--- src/rtl/bounded_deque_with_remove_unit_defines.svh ---
// ----------------------------------------------------------------------------
// bounded deque unit: assertion macros
// shared property forms for the checks at the end of the top level
// ----------------------------------------------------------------------------
`ifndef BOUNDED_DEQUE_WITH_REMOVE_UNIT_DEFINES_SVH
`define BOUNDED_DEQUE_WITH_REMOVE_UNIT_DEFINES_SVH

// condition holds in the same cycle as its trigger
`define BDWR_ASSERT_IMP(label, clk, rst, ante, cons, msg) \
  label: assert property (@(posedge clk) disable iff (rst) (ante) |-> (cons)) \
    else $error(msg);

// condition holds in the cycle after its trigger
`define BDWR_ASSERT_NXT(label, clk, rst, ante, cons, msg) \
  label: assert property (@(posedge clk) disable iff (rst) (ante) |=> (cons)) \
    else $error(msg);

`endif

--- src/rtl/bdwr_pkg.sv ---
// ----------------------------------------------------------------------------
// bdwr_pkg
// request codes, operation classes, status codes and the queued command type
// ----------------------------------------------------------------------------
package bdwr_pkg;

  localparam int TYPE_W  = 3;
  localparam int DATA_W  = 32;
  localparam int INDEX_W = 16;

  // request type codes as they arrive on the port
  localparam logic [TYPE_W-1:0] REQ_PUSH_BACK  = 3'd0;
  localparam logic [TYPE_W-1:0] REQ_PUSH_FRONT = 3'd1;
  localparam logic [TYPE_W-1:0] REQ_POP_BACK   = 3'd2;
  localparam logic [TYPE_W-1:0] REQ_POP_FRONT  = 3'd3;
  localparam logic [TYPE_W-1:0] REQ_REMOVE     = 3'd4;
  localparam logic [TYPE_W-1:0] REQ_CLEAR      = 3'd5;
  localparam logic [TYPE_W-1:0] REQ_SIZE       = 3'd6;
  localparam logic [TYPE_W-1:0] REQ_GET        = 3'd7;

  // decoded operation, one-hot
  typedef enum logic [7:0] {
    OP_PUSH_BACK  = 8'b0000_0001,
    OP_PUSH_FRONT = 8'b0000_0010,
    OP_POP_BACK   = 8'b0000_0100,
    OP_POP_FRONT  = 8'b0000_1000,
    OP_REMOVE     = 8'b0001_0000,
    OP_CLEAR      = 8'b0010_0000,
    OP_SIZE       = 8'b0100_0000,
    OP_GET        = 8'b1000_0000
  } op_t;

  // result status codes
  typedef enum logic [2:0] {
    ST_OK        = 3'd0,
    ST_FULL      = 3'd1,
    ST_EMPTY     = 3'd2,
    ST_NOT_FOUND = 3'd3,
    ST_RANGE     = 3'd4
  } status_t;

  // classified request held in the command queue
  typedef struct packed {
    op_t                op;
    logic [DATA_W-1:0]  value;
    logic [INDEX_W-1:0] index;
  } cmd_t;

endpackage

--- src/rtl/bdwr_ram.sv ---
// ----------------------------------------------------------------------------
// bdwr_ram
// generic single write port, single read port ram with registered read data
// ----------------------------------------------------------------------------
module bdwr_ram #(
  parameter int  WIDTH = 32,
  parameter int  DEPTH = 16,
  localparam int AW    = (DEPTH > 1) ? $clog2(DEPTH) : 1
) (
  input  logic             clk,
  input  logic             wr_en,
  input  logic [AW-1:0]    wr_addr,
  input  logic [WIDTH-1:0] wr_data,
  input  logic             rd_en,
  input  logic [AW-1:0]    rd_addr,
  output logic [WIDTH-1:0] rd_data
);

  logic [WIDTH-1:0] mem [DEPTH];

  // write port
  always_ff @(posedge clk) begin
    if (wr_en) begin
      mem[wr_addr] <= wr_data;
    end
  end

  // registered read port
  always_ff @(posedge clk) begin
    if (rd_en) begin
      rd_data <= mem[rd_addr];
    end
  end

endmodule

--- src/rtl/bdwr_front.sv ---
// ----------------------------------------------------------------------------
// bdwr_front
// takes requests, decodes the request type and holds them in a two-entry
// command queue for the back end
// ----------------------------------------------------------------------------
module bdwr_front import bdwr_pkg::*; (
  input  logic                      clk,
  input  logic                      rst,
  input  logic                      req_valid,
  output logic                      req_stall,
  input  logic [TYPE_W-1:0]         req_type,
  input  logic signed [DATA_W-1:0]  value,
  input  logic [INDEX_W-1:0]        index,
  output logic                      cmd_valid,
  output cmd_t                      cmd,
  input  logic                      take
);

  cmd_t       q [2];
  logic       wr_ptr;
  logic       rd_ptr;
  logic [1:0] fill;
  logic [1:0] fill_next;
  logic       push;
  op_t        op_dec;

  // request type decode
  always_comb begin
    unique case (req_type)
      REQ_PUSH_BACK:  op_dec = OP_PUSH_BACK;
      REQ_PUSH_FRONT: op_dec = OP_PUSH_FRONT;
      REQ_POP_BACK:   op_dec = OP_POP_BACK;
      REQ_POP_FRONT:  op_dec = OP_POP_FRONT;
      REQ_REMOVE:     op_dec = OP_REMOVE;
      REQ_CLEAR:      op_dec = OP_CLEAR;
      REQ_SIZE:       op_dec = OP_SIZE;
      REQ_GET:        op_dec = OP_GET;
      default:        op_dec = OP_SIZE;
    endcase
  end

  // queue handshake
  assign req_stall = (fill == 2'd2);
  assign push      = req_valid && !req_stall;
  assign cmd_valid = (fill != 2'd0);
  assign cmd       = q[rd_ptr];

  always_comb begin
    fill_next = fill;
    if (push && !take) begin
      fill_next = fill + 2'd1;
    end else if (take && !push) begin
      fill_next = fill - 2'd1;
    end
  end

  // queue pointers and fill level
  always_ff @(posedge clk) begin
    if (rst) begin
      wr_ptr <= 1'b0;
      rd_ptr <= 1'b0;
      fill   <= 2'd0;
    end else begin
      fill <= fill_next;
      if (push) begin
        wr_ptr <= ~wr_ptr;
      end
      if (take) begin
        rd_ptr <= ~rd_ptr;
      end
    end
  end

  // queue storage
  always_ff @(posedge clk) begin
    if (push) begin
      q[wr_ptr] <= '{op: op_dec, value: value, index: index};
    end
  end

endmodule

--- src/rtl/bdwr_back.sv ---
// ----------------------------------------------------------------------------
// bdwr_back
// carries out queued commands on the ring store: pushes, pops, clear and
// size in one pass, get as a store read then a result load, remove as a
// read-compare scan followed by a read-write shift that closes the gap;
// drives the result register
module bdwr_back import bdwr_pkg::*; #(
  parameter int  DEPTH = 16,
  localparam int CW    = $clog2(DEPTH + 1)
) (
  input  logic                      clk,
  input  logic                      rst,
  input  logic                      cmd_valid,
  input  cmd_t                      cmd,
  output logic                      take,
  output logic                      rsp_valid,
  input  logic                      rsp_stall,
  output logic signed [DATA_W-1:0]  data,
  output logic [2:0]                status,
  output logic [CW-1:0]             level
);

  localparam int AW = (DEPTH > 1) ? $clog2(DEPTH) : 1;
  localparam int RW = CW + 1;
  localparam logic [CW-1:0] FULL_CNT = CW'(DEPTH);
  localparam logic [RW-1:0] DEPTH_R  = RW'(DEPTH);
  localparam logic [AW-1:0] LAST_POS = AW'(DEPTH - 1);

  typedef enum logic [3:0] {
    S_IDLE  = 4'b0001,
    S_GET   = 4'b0010,
    S_SCAN  = 4'b0100,
    S_SHIFT = 4'b1000
  } state_t;

  // ring position of an offset from the front
  function automatic logic [AW-1:0] ring_pos(input logic [AW-1:0] base,
                                             input logic [CW-1:0] off);
    logic [RW-1:0] sum;
    sum = RW'(base) + RW'(off);
    if (sum >= DEPTH_R) begin
      sum = sum - DEPTH_R;
    end
    return sum[AW-1:0];
  endfunction

  state_t            state, state_next;
  logic [AW-1:0]     front, front_next;
  logic [CW-1:0]     count, count_next;
  logic [CW-1:0]     off, off_next;
  logic [DATA_W-1:0] match_val, match_val_next;

  logic              res_valid;
  logic [DATA_W-1:0] res_data;
  status_t           res_status;
  logic              res_load;
  logic [DATA_W-1:0] res_data_new;
  status_t           res_status_new;

  logic              wr_en;
  logic [AW-1:0]     wr_addr;
  logic [DATA_W-1:0] wr_data;
  logic              rd_en;
  logic [CW-1:0]     rd_off;
  logic [DATA_W-1:0] rd_data;

  logic              out_free;
  logic              is_full;
  logic              is_empty;
  logic [AW-1:0]     front_dec;
  logic [AW-1:0]     front_inc;
  logic [CW-1:0]     off_inc;
  logic [CW-1:0]     off_inc2;

  assign out_free  = !res_valid || !rsp_stall;
  assign is_full   = (count == FULL_CNT);
  assign is_empty  = (count == '0);
  assign front_dec = (front == '0) ? LAST_POS : front - 1'b1;
  assign front_inc = (front == LAST_POS) ? '0 : front + 1'b1;
  assign off_inc   = off + 1'b1;
  assign off_inc2  = off + CW'(2);

  // command sequencer
  always_comb begin
    state_next     = state;
    front_next     = front;
    count_next     = count;
    off_next       = off;
    match_val_next = match_val;
    take           = 1'b0;
    res_load       = 1'b0;
    res_data_new   = '0;
    res_status_new = ST_OK;
    wr_en          = 1'b0;
    wr_addr        = ring_pos(front, count);
    wr_data        = cmd.value;
    rd_en          = 1'b0;
    rd_off         = '0;
    unique case (state)
      S_IDLE: begin
        if (cmd_valid && out_free) begin
          take     = 1'b1;
          res_load = 1'b1;
          unique case (cmd.op)
            OP_PUSH_BACK: begin
              if (is_full) begin
                res_status_new = ST_FULL;
              end else begin
                wr_en      = 1'b1;
                count_next = count + 1'b1;
              end
            end
            OP_PUSH_FRONT: begin
              if (is_full) begin
                res_status_new = ST_FULL;
              end else begin
                wr_en      = 1'b1;
                wr_addr    = front_dec;
                front_next = front_dec;
                count_next = count + 1'b1;
              end
            end
            OP_POP_BACK: begin
              if (is_empty) begin
                res_status_new = ST_EMPTY;
              end else begin
                count_next = count - 1'b1;
              end
            end
            OP_POP_FRONT: begin
              if (is_empty) begin
                res_status_new = ST_EMPTY;
              end else begin
                front_next = front_inc;
                count_next = count - 1'b1;
              end
            end
            OP_REMOVE: begin
              if (is_empty) begin
                res_status_new = ST_NOT_FOUND;
              end else begin
                res_load       = 1'b0;
                rd_en          = 1'b1;
                rd_off         = '0;
                off_next       = '0;
                match_val_next = cmd.value;
                state_next     = S_SCAN;
              end
            end
            OP_CLEAR: begin
              count_next = '0;
              front_next = '0;
            end
            OP_SIZE: begin
              res_data_new = DATA_W'(count);
            end
            OP_GET: begin
              if (cmd.index >= INDEX_W'(count)) begin
                res_status_new = ST_RANGE;
              end else begin
                res_load   = 1'b0;
                rd_en      = 1'b1;
                rd_off     = CW'(cmd.index);
                state_next = S_GET;
              end
            end
            default: begin
              res_status_new = ST_OK;
            end
          endcase
        end
      end
      S_GET: begin
        res_load     = 1'b1;
        res_data_new = rd_data;
        state_next   = S_IDLE;
      end
      // read data belongs to offset off
      S_SCAN: begin
        if (rd_data == match_val) begin
          if (off_inc == count) begin
            count_next = count - 1'b1;
            res_load   = 1'b1;
            state_next = S_IDLE;
          end else begin
            rd_en      = 1'b1;
            rd_off     = off_inc;
            state_next = S_SHIFT;
          end
        end else if (off_inc == count) begin
          res_load       = 1'b1;
          res_status_new = ST_NOT_FOUND;
          state_next     = S_IDLE;
        end else begin
          rd_en    = 1'b1;
          rd_off   = off_inc;
          off_next = off_inc;
        end
      end
      // read data belongs to offset off+1 and moves down to off
      S_SHIFT: begin
        wr_en   = 1'b1;
        wr_addr = ring_pos(front, off);
        wr_data = rd_data;
        if (off_inc2 < count) begin
          rd_en    = 1'b1;
          rd_off   = off_inc2;
          off_next = off_inc;
        end else begin
          count_next = count - 1'b1;
          res_load   = 1'b1;
          state_next = S_IDLE;
        end
      end
      default: begin
        state_next = S_IDLE;
      end
    endcase
  end

  // control state
  always_ff @(posedge clk) begin
    if (rst) begin
      state <= S_IDLE;
      front <= '0;
      count <= '0;
    end else begin
      state <= state_next;
      front <= front_next;
      count <= count_next;
    end
  end

  // scan offset and match value
  always_ff @(posedge clk) begin
    off       <= off_next;
    match_val <= match_val_next;
  end

  // result register
  always_ff @(posedge clk) begin
    if (rst) begin
      res_valid <= 1'b0;
    end else if (res_load) begin
      res_valid <= 1'b1;
    end else if (!rsp_stall) begin
      res_valid <= 1'b0;
    end
  end

  always_ff @(posedge clk) begin
    if (res_load) begin
      res_data   <= res_data_new;
      res_status <= res_status_new;
    end
  end

  assign rsp_valid = res_valid;
  assign data      = res_data;
  assign status    = res_status;
  assign level     = count;

  // entry store
  bdwr_ram #(
    .WIDTH (DATA_W),
    .DEPTH (DEPTH)
  ) u_store (
    .clk     (clk),
    .wr_en   (wr_en),
    .wr_addr (wr_addr),
    .wr_data (wr_data),
    .rd_en   (rd_en),
    .rd_addr (ring_pos(front, rd_off)),
    .rd_data (rd_data)
  );

endmodule

--- src/rtl/bounded_deque_with_remove_unit.sv ---
// ----------------------------------------------------------------------------
// bounded_deque_with_remove_unit
// bounded double-ended queue of signed 32-bit values with remove by value
// ----------------------------------------------------------------------------
// requests enter on req_valid/req_stall with req_type, value and index; each
// request gives exactly one result on rsp_valid/rsp_stall with data, status.
// a two-entry command queue sits between the request port and the executor,
// so requests keep arriving while a result waits in the output register.
// a request is first written into the command queue; the executor then takes
// it and loads the output register. get reads the store first and loads the
// result from S_GET. push, pop, clear and size run at one request per cycle
// while the output register is not held by rsp_stall; get keeps the executor
// in S_GET before it takes the next request. remove scans the ring one entry
// per cycle through the store's read port, then shifts the later entries down
// one per cycle (read and write port in parallel); on an empty deque remove
// answers straight away with a not-found status.
// reset empties the deque and the queue at once; the store needs no clearing.
// while rsp_stall is high the result holds, the executor waits for the
// output register and the queue fills, after which req_stall rises.
// ----------------------------------------------------------------------------
`include "bounded_deque_with_remove_unit_defines.svh"

module bounded_deque_with_remove_unit import bdwr_pkg::*; #(
  parameter int DEPTH = 16
) (
  input  logic                      clk,
  input  logic                      rst,
  input  logic                      req_valid,
  output logic                      req_stall,
  input  logic [TYPE_W-1:0]         req_type,
  input  logic signed [DATA_W-1:0]  value,
  input  logic [INDEX_W-1:0]        index,
  output logic                      rsp_valid,
  input  logic                      rsp_stall,
  output logic signed [DATA_W-1:0]  data,
  output logic [2:0]                status
);

  localparam int CW = $clog2(DEPTH + 1);

  logic          cmd_valid;
  cmd_t          cmd;
  logic          take;
  logic [CW-1:0] level;

  // request decode and command queue
  bdwr_front u_front (
    .clk       (clk),
    .rst       (rst),
    .req_valid (req_valid),
    .req_stall (req_stall),
    .req_type  (req_type),
    .value     (value),
    .index     (index),
    .cmd_valid (cmd_valid),
    .cmd       (cmd),
    .take      (take)
  );

  // executor and result register
  bdwr_back #(
    .DEPTH (DEPTH)
  ) u_back (
    .clk       (clk),
    .rst       (rst),
    .cmd_valid (cmd_valid),
    .cmd       (cmd),
    .take      (take),
    .rsp_valid (rsp_valid),
    .rsp_stall (rsp_stall),
    .data      (data),
    .status    (status),
    .level     (level)
  );

  // checks
  `BDWR_ASSERT_IMP(a_take_has_cmd, clk, rst, take, cmd_valid, "command taken from empty queue")
  `BDWR_ASSERT_IMP(a_take_slot_free, clk, rst, take, (!rsp_valid || !rsp_stall), "command taken while result blocked")
  `BDWR_ASSERT_NXT(a_clear_empties, clk, rst, (take && cmd.op == OP_CLEAR), (level == '0), "clear left entries behind")

endmodule
--- config.mk ---
export PLATFORM = sky130hd
export DESIGN_NAME = bounded_deque_with_remove_unit
export DESIGN_NICKNAME = d
export VERILOG_FILES = /design/src/rtl/bdwr_pkg.sv /design/src/rtl/bdwr_ram.sv /design/src/rtl/bdwr_front.sv /design/src/rtl/bdwr_back.sv /design/src/rtl/bounded_deque_with_remove_unit.sv
export VERILOG_INCLUDE_DIRS = /design/src /design/src/rtl
export SDC_FILE = /design/constraint.sdc
export NUM_CORES = 1
export LEC_CHECK = 0
export BUFFER_PORTS_ARGS = -buffer_cell sky130_fd_sc_hd__buf_2
export CAP_MARGIN = 20
export CORE_ASPECT_RATIO = 0.9
export CORE_MARGIN = 2
export CORE_UTILIZATION = 41
export DETAILED_ROUTE_END_ITERATION = 7
export GPL_ROUTABILITY_DRIVEN = 0
export GPL_TIMING_DRIVEN = 0
export PLACE_DENSITY = 0.59
export SKIP_CTS_REPAIR_TIMING = 1
export SYNTH_ARGS = -nofsm -noshare
export SYNTH_HDL_FRONTEND = slang
export SYNTH_HIERARCHICAL = 1
export SYNTH_SLANG_ARGS = --single-unit
--- constraint.sdc ---
create_clock -name clk -period 14.9 [get_ports clk]
set_input_delay 2.235 -clock clk [delete_from_list [all_inputs] [get_ports clk]]
set_output_delay 2.235 -clock clk [all_outputs]
set_load 0.005 [all_outputs]
==> key figures <==
Status
  – Outcome: finished, final reports clean

Die
  – Die W: around 290 microns
  – I/O pins: between 90 and 100
  – Core footprint: 0.0718 sq mm
  – Area of the die: 0.0750 sq mm
  – Starting Density: between 40 and 50%
  – FP Rows: between 90 and 100
  – Die H: around 260 microns

Setup path
  – CP Launch Type: input pin
  – RR Startpoint: u_back/level[1]$_SDFFE_PP0P_
  – R2R cell count: 18
  – Critical path data arrival time: just over 6000 ps
  – Reg2reg setup slack: 9220 ps
  – Worst Setup End Kind: register
  – CP Launch Point: rsp_stall
  – CP Class: in2reg
  – CP endpoint: u_back/u_store/rd_data[20]$_DFFE_PP_
  – Req. time, crit path: 15370 ps
  – CP max FO: 10
  – Worst reg2reg path endpoint: u_back/u_store/rd_data[27]$_DFFE_PP_

Timing
  – Slew of the pin with the lowest slew margin: roughly 1200 ps
  – Final Max Slew Viols: 0
  – Clock skew: just over 20 ps
  – Final setup viols: 0
  – Period Utilization, post-route: around two fifths
  – Setup WS post-layout: between 9000 and 10000 ps
  – Minimum clock period: around 5800 ps
  – Max Fclk: roughly 0.17 GHz
  – Max_slew headroom: 23.1%
  – RSZ-0062 raised after global routing: no
  – Setup TNS Final: 0 ps
  – Final hold vios: 0

Power and ir drop
  – Clock power frac: between 30% and 40%
  – Comb pwr share: 11.0%
  – Peak VDD IR: roughly 0.074 mV
  – PwrDens: approximately 140 mW/mm^2
  – Seq pwr share: between 50% and 60%
  – Total power: approximately 0.0050 W
  – Pint: around 0.0038 W
  – Leak: 11.3 nW
  – Switching pwr: around 0.0012 W
  – Switch share: 23.4%

CTS
  – CTS tree: done
  – Clock-pin slew on the worst setup and hold paths: approximately 60 ps
  – Clock Tree Root: clkbuf_16
  – CTS Buffer Depth: 3
  – Htree depth: 3
  – Clock Latency Late Sink: just over 600 ps
  – Clock Sinks: between 700 and 800
  – Total CTS buffers: 73

Placement
  – Place WS: about 8600 ps
  – Post-DP HPWL: just over 50 mm
  – # port buffers: 91
  – Placed Cells: about 2700

Logic synthesis
  – Async SR Flop Fraction: 0%
  – Synth warn: 6
  – Post-Synthesis Cells: approximately 1600
  – Flops & latches, synth: approximately 750
  – Synth Cell Area: 0.0299 sq mm
  – Synth cell types: 69
  – Number of synthesized flops with an enable pin: around 730
  – Post-synth top flop: edfxtp_1
  – Synthesized Nets: 1693
  – Syn Area/Cell: approximately 19 sq um
  – Sequential cell area fraction in the yosys report: 74.5%

GRT
  – GR Overflow Total: 0
  – First-pass GRT wire length: 109 mm
  – Vias in the first global route: between 15000 and 20000
  – Largest net degree at the start of global routing: 57
  – Initial antenna violation count: 0
  – Gr usage total: 20.3%
  – Met3 Resource Use GR: about 3.7%
  – Routing usage on met1: between 20% and 30%
  – GR Util met2: 31.5%
  – Most Crowded Layer GR: met2

Detailed routing
  – ANT nets after route: 0
  – DR iter-0 viols: 1716
  – DRC: 0
  – TritonRoute pass-1 iters: 5
  – WL per Instance: 26.5 microns
  – Via count: between 15000 and 20000
  – WL final: roughly 75 mm
  – Via-per-instance ratio: around 5.6

Final layout
  – Final Non-Filler Cells: 2815
  – Commonest non-fill, non-tap cells in the layout: 728 x edfxtp_1, 157 x nand2_1, 128 x mux4_2, 101 x buf_2, 75 x clkbuf_16
  – Proportion of layout cells with a drive suffix above 1: 25.5%
  – N_diodes: 0
  – Commonest non-fill, non-tap cell in the layout: edfxtp_1
  – P&R area growth vs syn: 16.1%
  – Post-layout net count: roughly 1900

Hold path
  – Hold Path Origin: u_front/fill[1]$_SDFFE_PP0P_
  – Hold crit path type: reg2reg

Job
  – Max Cap Viol: 0
-- per-layer routing --
layer	up-vias	share of wire, %	wire length [microns]
met4	0	2.1	1580
met2	599	46	34500
met5	-	0	0
li1	6830	-	-
met3	105	7.0	5260
met1	8343	45	33400
-- layout make-up --
| cell class | instances | area, sq um |
|---|---|---|
| fill | 5920 | 37100 |
| clock buffer | 93 | 1960 |
| tap | 950 | 1190 |
| multi-input combinational | 768 | 7300 |
| clock inverter | 34 | 402 |
| timing repair buffer | 131 | 1120 |
| sequential | 747 | 22200 |
| buffer | 68 | 343 |
| inverter | 24 | 90.1 |
-- how the worst min path moves through the flow --
| stage | end | slack [ps] | cells past startpoint |
|---|---|---|---|
| finish | u_front/fill[1]$_SDFFE_PP0P_ | 510 | 2 |
| global route | u_front/fill[1]$_SDFFE_PP0P_ | 530 | 2 |
| CTS | u_front/wr_ptr$_SDFFE_PP0N_ | 500 | 2 |
| detailed placement | u_front/wr_ptr$_SDFFE_PP0N_ | 490 | 2 |
| global placement | u_front/wr_ptr$_SDFFE_PP0N_ | 470 | 2 |
| floorplan | u_front/wr_ptr$_SDFFE_PP0N_ | 450 | 2 |
-- power by group through the flow --
stage | Combinational (W) | Sequential, W | Clock, W
after detailed placement | 0.000549 | 0.00262 | 0
after global routing | 0.000597 | 0.00258 | 0.00197
after CTS | 0.000550 | 0.00257 | 0.00189
after global placement | 0.000514 | 0.00262 | 0
after floorplan | 0.000314 | 0.00261 | 0
final | 0.000547 | 0.00257 | 0.00185
-- metrics by stage --
step | hold WS, ps | util [%] | cell area [sq um]
2_1_floorplan | 452 | - | 29900
3_3_place_gp | 465 | 43.9 | 31500
3_5_place_dp | 489 | 45.0 | 32300
4_1_cts | 497 | 48.3 | 34600
5_1_grt | 528 | 48.3 | 34600
6_report | 505 | 48.3 | 34600
-- critical path, stage by stage --
cell	delay (ps)
buf_2	90
nand2_1	120
nand3_1	140
nor2_1	90
a221oi_1	600
inv_1	110
ha_1	300
a21o_1	150
a21oi_1	180
xor2_1	110
xnor2_1	530
nor2b_1	200
clkbuf_1	310
clkbuf_1	710
a22oi_1	240
nand2_1	100
-- cells in the mapped netlist (all sizes together), types with 4 or more instances --
cell | instances | area share [%]
edfxtp | 728 | 73
nand2 | 158 | 2.0
mux4 | 128 | 9.7
a22oi | 69 | 1.7
mux2 | 57 | 2.2
nor2 | 51 | 0.64
xor2 | 43 | 1.3
buf | 35 | 0.73
clkbuf | 33 | 0.42
and2 | 31 | 0.65
ha | 28 | 1.2
a21oi | 24 | 0.40
inv | 23 | 0.29
dfxtp | 19 | 1.3
o21ai | 18 | 0.30
nor3 | 16 | 0.27
nor4 | 15 | 0.31
xnor2 | 12 | 0.35
nand3 | 11 | 0.20
nand2b | 7 | 0.15
nand4 | 7 | 0.15
nor2b | 7 | 0.16
a21o | 6 | 0.15
nor3b | 6 | 0.15
or3 | 6 | 0.13
a211oi | 5 | 0.17
a22o | 5 | 0.15
and3 | 5 | 0.11
mux2i | 5 | 0.17
or2 | 4 | 0.084
-- kinds of logic (layout without fill, tap and decap cells) --
logic type,Yosys count,count (layout),synth area share (%)
compound gates,156,156,3.70
xor+xnor,55,55,1.61
fa+ha+maj,31,31,1.37
buf+inv,92,350,1.45
flops,747,747,74.5
mux,190,190,12.0
simple gates,336,336,5.37
-- registers in the layout, indices dropped and copies added, names as in the netlist, 4 cells and up, named ones only --
register                flops
u_back/level                5
u_back/u_store/mem        512
u_back/front                4
u_back/match_val           32
u_back/state                4
u_back/u_store/rd_data     32
u_back/off                  5
u_front/q                 112
u_back/data                32
No activity file was read; power rests on OpenSTA's default activity.
